File: config.mk
export PLATFORM = sky130hd
export DESIGN_NAME = epoch_to_fat_timestamp
export DESIGN_NICKNAME = d
export VERILOG_FILES = /design/src/design/epfat_pkg.sv /design/src/design/epoch_to_fat_timestamp.sv
export SDC_FILE = /design/constraint.sdc
export NUM_CORES = 2
export LEC_CHECK = 0
export BUFFER_PORTS_ARGS = -buffer_cell sky130_fd_sc_hd__clkbuf_2
export CAP_MARGIN = 5
export CORE_ASPECT_RATIO = 1.4
export CORE_MARGIN = 1
export CORE_UTILIZATION = 45
export CTS_CLUSTER_SIZE = 40
export DETAILED_ROUTE_END_ITERATION = 6
export GPL_ROUTABILITY_DRIVEN = 0
export PLACE_DENSITY_LB_ADDON = 0.12
export SLEW_MARGIN = 5
export SYNTH_ARGS = -nofsm -noshare
export SYNTH_HDL_FRONTEND = slang
export SYNTH_SLANG_ARGS = --single-unit
export TNS_END_PERCENT = 5
File: constraint.sdc
create_clock -name i_clk -period 7.2 [get_ports i_clk]
set_clock_uncertainty 0.05 [all_clocks]
set_input_delay 0.36 -clock i_clk [delete_from_list [all_inputs] [get_ports i_clk]]
set_output_delay 0.36 -clock i_clk [all_outputs]
set_load 0.01 [all_outputs]
File: src/design/epfat_pkg.sv
// constants, tables and helpers for the epoch to fat timestamp converter
// no dependencies
package epfat_pkg;

    localparam logic [63:0] EPOCH_1980 = 64'd315532800;
    localparam logic [63:0] FAT_LAST   = 64'd4354819199;
    localparam logic [31:0] LAST_OFF   = 32'(FAT_LAST - EPOCH_1980);

    localparam int NUM_YEARS = 128;
    localparam int YEAR_BITS = $clog2(NUM_YEARS);
    localparam logic [YEAR_BITS-1:0] YEAR_2100 = YEAR_BITS'(2100 - 1980);

    // off / 86400 == ((off >> 7) * DAY_RECIP) >> DAY_SHIFT for off < 2^32
    localparam logic [25:0] DAY_RECIP = 26'd50903317;
    localparam int          DAY_SHIFT = 35;
    // rem / 3600 == ((rem >> 4) * HOUR_RECIP) >> HOUR_SHIFT for rem < 86400
    localparam logic [13:0] HOUR_RECIP = 14'd9321;
    localparam int          HOUR_SHIFT = 21;
    // rem / 60 == ((rem >> 2) * MIN_RECIP) >> MIN_SHIFT for rem < 3600
    localparam logic [10:0] MIN_RECIP = 11'd1093;
    localparam int          MIN_SHIFT = 14;

    localparam logic [5:0] FINE_ODD = 6'd50;

    typedef logic [15:0] t_day;
    typedef t_day t_year_tab [NUM_YEARS];

    function automatic bit is_leap(input int y);
        return (y % 4 == 0) && ((y % 100 != 0) || (y % 400 == 0));
    endfunction

    function automatic t_year_tab gen_year_tab();
        t_year_tab tab;
        int acc;
        acc = 0;
        for (int i = 0; i < NUM_YEARS; i++) begin
            tab[i] = t_day'(acc);
            acc += is_leap(1980 + i) ? 366 : 365;
        end
        return tab;
    endfunction

    // first day of each year since 1980, counted from 1980-01-01
    localparam t_year_tab YEAR_START = gen_year_tab();

    // day of year on which month m (0-based) begins
    function automatic logic [8:0] month_start(input logic [3:0] m, input logic lp);
        logic [8:0] s;
        case (m)
            4'd0:    s = 9'd0;
            4'd1:    s = 9'd31;
            4'd2:    s = 9'd59;
            4'd3:    s = 9'd90;
            4'd4:    s = 9'd120;
            4'd5:    s = 9'd151;
            4'd6:    s = 9'd181;
            4'd7:    s = 9'd212;
            4'd8:    s = 9'd243;
            4'd9:    s = 9'd273;
            4'd10:   s = 9'd304;
            4'd11:   s = 9'd334;
            default: s = 9'd0;
        endcase
        if (lp && m >= 4'd2) begin
            s = s + 9'd1;
        end
        return s;
    endfunction

endpackage

File: src/design/epoch_to_fat_timestamp.sv
// epoch to fat timestamp converter, fully pipelined top level
// depends on epfat_pkg
//
//  channel  | ports                                     | handshake
//  ---------+-------------------------------------------+---------------------------
//  command  | i_epoch_seconds                           | start high, busy low
//  result   | o_date_word o_time_word o_odd_second_fine | o_done, one cycle, no stall
//           | o_was_clamped                             |
//
// thirteen register stages: input, clamp, day reciprocal multiply, remainder, a seven step
// binary search of the year start table (one step per stage, time fields computed
// alongside), month select and packing. an item may enter every cycle; its result
// shows on o_done together with the packing stage output. busy is always low.
// reset clears only the valid bits of the stages.
module epoch_to_fat_timestamp (
    input  logic        i_clk,
    input  logic        i_rst_n,
    input  logic        start,
    output logic        busy,
    input  logic [63:0] i_epoch_seconds,
    output logic        o_done,
    output logic [15:0] o_date_word,
    output logic [15:0] o_time_word,
    output logic [5:0]  o_odd_second_fine,
    output logic        o_was_clamped
);
    import epfat_pkg::*;

    localparam int ST_IN  = 0;
    localparam int ST_OFF = 1;
    localparam int ST_MUL = 2;
    localparam int ST_DAY = 3;
    localparam int ST_S0  = ST_DAY + 1;
    localparam int ST_TW  = ST_S0 + 3;
    localparam int ST_MON = ST_S0 + YEAR_BITS;
    localparam int ST_OUT = ST_MON + 1;

    logic r_vld  [0:ST_OUT];
    logic r_clmp [ST_OFF:ST_OUT];

    logic [63:0] r_e;
    logic [31:0] r_off1, r_off2;
    logic [50:0] r_prod;
    logic [16:0] r_rem;

    // year search
    logic [15:0]          r_sdays [0:YEAR_BITS];
    logic [YEAR_BITS-1:0] r_sidx  [0:YEAR_BITS];

    // time of day
    logic [26:0] r_hp;
    logic [16:0] r_trem;
    logic [4:0]  r_hour1, r_hour2;
    logic [11:0] r_rem2, r_rem2b;
    logic [20:0] r_mp;
    logic [15:0] r_twd   [ST_TW:ST_MON];
    logic [5:0]  r_fined [ST_TW:ST_MON];

    // month
    logic [8:0]           r_dy;
    logic [3:0]           r_mon;
    logic                 r_lp;
    logic [YEAR_BITS-1:0] r_yr;

    logic [31:0] n_off;
    logic        n_clmp;
    logic [15:0] n_days;
    logic [8:0]  n_dy;
    logic        n_lp;
    logic [3:0]  n_mon;
    logic [4:0]  n_hour, n_min;
    logic [5:0]  n_minw, n_sec;
    logic [4:0]  n_day;

    assign busy = 1'b0;

    always_comb begin
        if (r_e[63] || r_e < EPOCH_1980) begin
            n_off  = '0;
            n_clmp = 1'b1;
        end else if (r_e > FAT_LAST) begin
            n_off  = LAST_OFF;
            n_clmp = 1'b1;
        end else begin
            n_off  = 32'(r_e - EPOCH_1980);
            n_clmp = 1'b0;
        end
    end

    assign n_days = r_prod[DAY_SHIFT +: 16];
    assign n_hour = 5'(r_hp >> HOUR_SHIFT);
    assign n_minw = 6'(r_mp >> MIN_SHIFT);
    assign n_min  = n_minw[4:0];
    assign n_sec  = 6'(r_rem2b - 12'(n_minw) * 12'd60);

    always_comb begin
        n_dy  = 9'(r_sdays[YEAR_BITS] - YEAR_START[r_sidx[YEAR_BITS]]);
        n_lp  = (r_sidx[YEAR_BITS][1:0] == 2'd0) && (r_sidx[YEAR_BITS] != YEAR_2100);
        n_mon = 4'd0;
        for (int k = 1; k < 12; k++) begin
            if (n_dy >= month_start(4'(k), n_lp)) begin
                n_mon = 4'(k);
            end
        end
    end

    assign n_day = 5'(r_dy - month_start(r_mon, r_lp) + 9'd1);

    // valid bits
    always_ff @(posedge i_clk) begin
        if (!i_rst_n) begin
            for (int s = 0; s <= ST_OUT; s++) begin
                r_vld[s] <= 1'b0;
            end
        end else begin
            r_vld[ST_IN] <= start && !busy;
            for (int s = 1; s <= ST_OUT; s++) begin
                r_vld[s] <= r_vld[s-1];
            end
        end
    end

    // payload, no reset
    always_ff @(posedge i_clk) begin
        r_e <= i_epoch_seconds;

        r_off1        <= n_off;
        r_clmp[ST_OFF] <= n_clmp;
        for (int s = ST_OFF + 1; s <= ST_OUT; s++) begin
            r_clmp[s] <= r_clmp[s-1];
        end

        r_prod <= 51'(r_off1[31:7]) * 51'(DAY_RECIP);
        r_off2 <= r_off1;

        r_sdays[0] <= n_days;
        r_sidx[0]  <= '0;
        r_rem      <= 17'(r_off2 - 32'(n_days) * 32'd86400);

        r_hp    <= 27'(r_rem[16:4]) * 27'(HOUR_RECIP);
        r_trem  <= r_rem;
        r_hour1 <= n_hour;
        r_rem2  <= 12'(r_trem - 17'(n_hour) * 17'd3600);
        r_hour2 <= r_hour1;
        r_mp    <= 21'(r_rem2[11:2]) * 21'(MIN_RECIP);
        r_rem2b <= r_rem2;
        r_twd[ST_TW]   <= {r_hour2, n_minw, n_sec[5:1]};
        r_fined[ST_TW] <= n_sec[0] ? FINE_ODD : 6'd0;
        for (int s = ST_TW + 1; s <= ST_MON; s++) begin
            r_twd[s]   <= r_twd[s-1];
            r_fined[s] <= r_fined[s-1];
        end

        r_dy  <= n_dy;
        r_lp  <= n_lp;
        r_mon <= n_mon;
        r_yr  <= r_sidx[YEAR_BITS];

        o_date_word       <= {r_yr, r_mon + 4'd1, n_day};
        o_time_word       <= r_twd[ST_MON];
        o_odd_second_fine <= r_fined[ST_MON];
        o_was_clamped     <= r_clmp[ST_MON];
    end

    assign o_done = r_vld[ST_OUT];

    // binary search over year starts, one bit per stage
    for (genvar s = 0; s < YEAR_BITS; s++) begin : g_year
        logic [YEAR_BITS-1:0] w_cand;
        assign w_cand = r_sidx[s] | YEAR_BITS'(1 << (YEAR_BITS - 1 - s));
        always_ff @(posedge i_clk) begin
            r_sdays[s+1] <= r_sdays[s];
            r_sidx[s+1]  <= (r_sdays[s] >= YEAR_START[w_cand]) ? w_cand : r_sidx[s];
        end
    end

    // unused result bits kept quiet
    logic w_unused;
    assign w_unused = ^{n_min, r_prod[DAY_SHIFT-1:0], r_off2[31:17]};

    a_latency: assert property (@(posedge i_clk) disable iff (!i_rst_n)
        start && !busy |-> ##13 o_done)
        else $error("result strobe missing after accepted item");

    a_clamp_value: assert property (@(posedge i_clk) disable iff (!i_rst_n)
        o_done && o_was_clamped |-> (o_date_word == 16'h0021 || o_date_word == 16'hFF9F))
        else $error("clamped item gives a date other than the range ends");

    a_month_range: assert property (@(posedge i_clk) disable iff (!i_rst_n)
        o_done |-> (o_date_word[8:5] != 4'd0 && o_date_word[8:5] <= 4'd12
                    && o_date_word[4:0] != 5'd0))
        else $error("month or day out of range");

endmodule
==> summary by stage <==
Outcome
The run finished with clean final reports.

Yosys
For this run, the register share of the synthesized area comes to 0.322. The cell type with the largest total area after synthesis is sky130_fd_sc_hd__dfxtp_1. Synthesis inferred 506 register bits.

The most frequently used cell type in the post-synthesis netlist is sky130_fd_sc_hd__ha_1. The share of synthesized area in the top cell type comes to 0.322. The main flop type after synthesis is sky130_fd_sc_hd__dfxtp_1.

In the synthesized netlist the async set-or-reset flop fraction comes to 0. The area of the mapped netlist is 31400 µm². After synthesis, the most frequently instantiated cells are sky130_fd_sc_hd__ha_1, sky130_fd_sc_hd__inv_1, sky130_fd_sc_hd__dfxtp_1. Sorting the synthesized cells by area gives the leading types as sky130_fd_sc_hd__dfxtp_1, sky130_fd_sc_hd__ha_1, sky130_fd_sc_hd__fa_1. In this run, distinct cell masters in the synthesized netlist total 78.

After technology mapping, the gate count stands at 3094. The number of warning messages in the yosys log is 0. A synthesized cell averages 10.2 µm².

The number of synthesized flops with an enable pin is 0.

CTS
For the worst-skew pair, the clock arrives at the later sink with an insertion delay of 0.60 ns. In this run the clock root is driven by a sky130_fd_sc_hd__clkbuf_16. Buffers inserted during clock tree synthesis total 49. The number of clock sinks seen by CTS is 506. TritonCTS built the clock tree. Counting along the longest clock path gives a buffer depth of 3.

Clock-pin slew was measured on the worst setup and hold paths at 0.06 ns. The H-tree was split into 2 levels. The buffer count from post-CTS setup fixing is 0.

Die
In this run the core area contains 114 standard-cell rows. The floorplan step set the die height to 315 µm. The area of the core is 69000 µm².

The starting utilization of the core area is 0.455. The die covers 70900 µm². 108 I/O pins were placed. The horizontal die dimension is 225 µm.

Global routing
Entering global routing, the biggest net connects 53 pins. The via count of the first global-routing pass came to 22787. The first global-routing pass estimated 114000 µm of wire. The number of antenna violations at the first check in global routing is 1. In the global route stage, overall resource usage came out at 0.204. The leftover overflow at the end of global routing is 0.

Critical path
The critical path goes through fa_1 -> ha_1 -> inv_1 -> fa_1 -> fa_1 -> inv_1 -> fa_1 -> fa_1 -> fa_1 -> ha_1 -> a21oi_1 -> o21ai_0 -> nor3_1 -> nand3_1 -> o211ai_2 -> o21ai_1 -> a21oi_2 -> o21ai_1 -> a211oi_2 -> o211a_1. For the worst setup path, the data arrival time is 7.29 ns. The number of buffer and inverter instances along the worst setup path is 2. The most repeated library cell on the critical path is sky130_fd_sc_hd__fa_1. STA classifies the critical path startpoint as a flop.

The kind of capture point of the worst setup path is a flop. The worst register-to-register path begins at r_off1[15]. The most critical setup path has its startpoint at r_off1[15]. STA puts the critical path data required time at 7.69 ns.

The endpoint of the worst setup timing path is r_prod[47]. The flop-to-flop setup slack is 0.40 ns. The depth of the critical timing path with buffers and inverters included is 20. The family with the most delay on the worst path is adder cells. The library cell contributing the largest single delay on the critical path is sky130_fd_sc_hd__dfxtp_1. The endpoint of the worst register-to-register path is r_prod[47]. Along the worst path, the maximum fanout reaches 6. In this design, the stage delay of the slowest critical-path cell is 0.69 ns.

For the worst flop-to-flop path, the logic depth is 20. The type of the worst setup path is flop to flop.

Final layout
The net count of the finished layout is 4151. The number of fill cells is 6313. In the final layout, the share of cells above drive strength 1 is 0.0739.

The area growth from synthesis to layout is 12.4%.

Routing
Using the TritonRoute via totals, the vias-per-cell ratio works out to 5.06. The detailed-route wire length per cell is 16.5 µm. The total routed wirelength is 69900 µm. The violation count after the first detailed-route iteration is 981. The count of nets left with antenna violations once routing finished came out at 0.

Detailed routing inserted a total of 21421 vias. For this run, design rule violations remaining after detail routing come to 0. The first detailed-routing pass ran for 7 iterations.

STA
Setup violations remaining at the end of the flow were counted as 0. The worst hold margin is 0.0515 ns. In this run the tightest slew margin relative to its limit is 0.414. The count of endpoints failing hold in the final timing report is 0. Timing would allow up to 147 MHz.

The transition time at the pin with the least slew margin is 0.878 ns. Of the available clock period, the critical path in the final layout requires 0.945. The post-route minimum period is 6.80 ns.

The final count of pins violating max slew is 0. The final-layout setup total negative slack is 0 ns. The final worst setup slack is 0.396 ns. Setup repair after global routing left no endpoint under its margin.

Placed design
The setup slack at placement is 0.255 ns. After legalization and detailed placement, the total HPWL measured 56900 µm. In this run the tool buffered the top-level ports with 103 buffer cells.

Hold path
The tightest min-delay check is of the input pin to flop type.

Run
The tool flagged a number of max-cap violations equal to 0.
state kept, by name, indices dropped and copies added (netlist names), 4 cells and up:
signal       flops
r_off2          15
r_rem           17
o_time_word     16
r_prod          18
r_clmp          12
r_dy             5
r_trem          12
r_mp             8
o_date_word     16
r_off1          32
r_vld           13
r_hour1          5
r_hour2          5
r_e             64
r_twd           80
r_rem2b          4
r_hp             5
r_yr             7
r_sidx          28
r_sdays        121
r_fined          5
r_rem2          12
r_mon            4
metal layers:
layer	part of all wire	track usage	up-vias	wire length, µm
met4	0.053	0.107	0	3730
li1	-	-	10602	-
met3	0.028	0.0226	166	1960
met1	0.37	0.208	10247	25600
met2	0.55	0.402	406	38600
met5	0	0	-	0
stage by stage:
step	cells	util	instance area, µm²
after CTS	4229	0.512	35300
after detailed placement	4072	0.478	33000
final	4230	0.512	35300
after global routing	4230	0.512	35300
after floorplan	3097	-	31500
after global placement	4072	0.478	33000
kinds of logic after synthesis:
logic type	Yosys count	synth area share
AOI/OAI and AO/OA	557	0.110
and+or+nand+nor	463	0.0680
other	1	0.000119
muxes	32	0.0127
adders and majority gates	824	0.382
xor gates and xnor gates	116	0.0323
DFF	506	0.322
buffers and inverters	595	0.0723
placed cells by master (no fill, tap or decap), drive strengths merged, types with 5 or more instances in the layout:
master,synthesis,final
a21o,60,60
nand2,142,142
o31ai,8,8
mux4,6,6
o21a,13,13
and3,9,9
nand4,11,11
clkinv,0,14
o211ai,21,21
a31oi,17,17
a211oi,34,34
dlygate4sd3,0,65
clkbuf,55,170
fa,228,228
or3,5,5
nor2b,21,21
dfxtp,506,506
o22ai,7,7
ha,596,596
nor2,143,143
a21oi,170,170
o21bai,10,10
mux2i,24,24
nand3,34,34
o2111ai,6,6
xor2,41,41
nor4,12,12
and2,23,23
o21ai,156,156
inv,514,518
a21boi,9,9
buf,26,25
nor3,32,32
xnor2,75,75
nand2b,19,19
cell type report:
cell class	count	area [µm²]	area share
antenna	1	2.50	0.0000708
clock buffer	67	1440	0.0406
clock inverter	25	269	0.00761
inverter	514	1930	0.0546
multi-input combinational	1996	19000	0.539
sequential	506	10100	0.287
tap	928	1160	0.0329
timing repair buffer	193	1350	0.0383
worst min-delay path by stage:
stage	start	end	cells after the start
floorplan	r_yr[1]	o_date_word[10]	0
global route	i_rst_n	r_vld[0][1]	2
detailed placement	r_hour1[3]	r_hour2[3]	0
global placement	r_twd[7][0]	r_twd[8][0]	0
CTS	i_rst_n	r_vld[0][1]	2
finish	i_rst_n	r_vld[0][1]	2
what timing repair did:
action / 4_1_cts / 5_1_grt
endpoints found under the hold margin: 65 / 0
endpoints found under the setup margin: 0 / 2
hold buffers: 65 / 0
gates resized for setup: 0 / 1
Power is not shown: default switching activity piles up to over one toggle a cycle in this logic, so the estimate is an artifact.
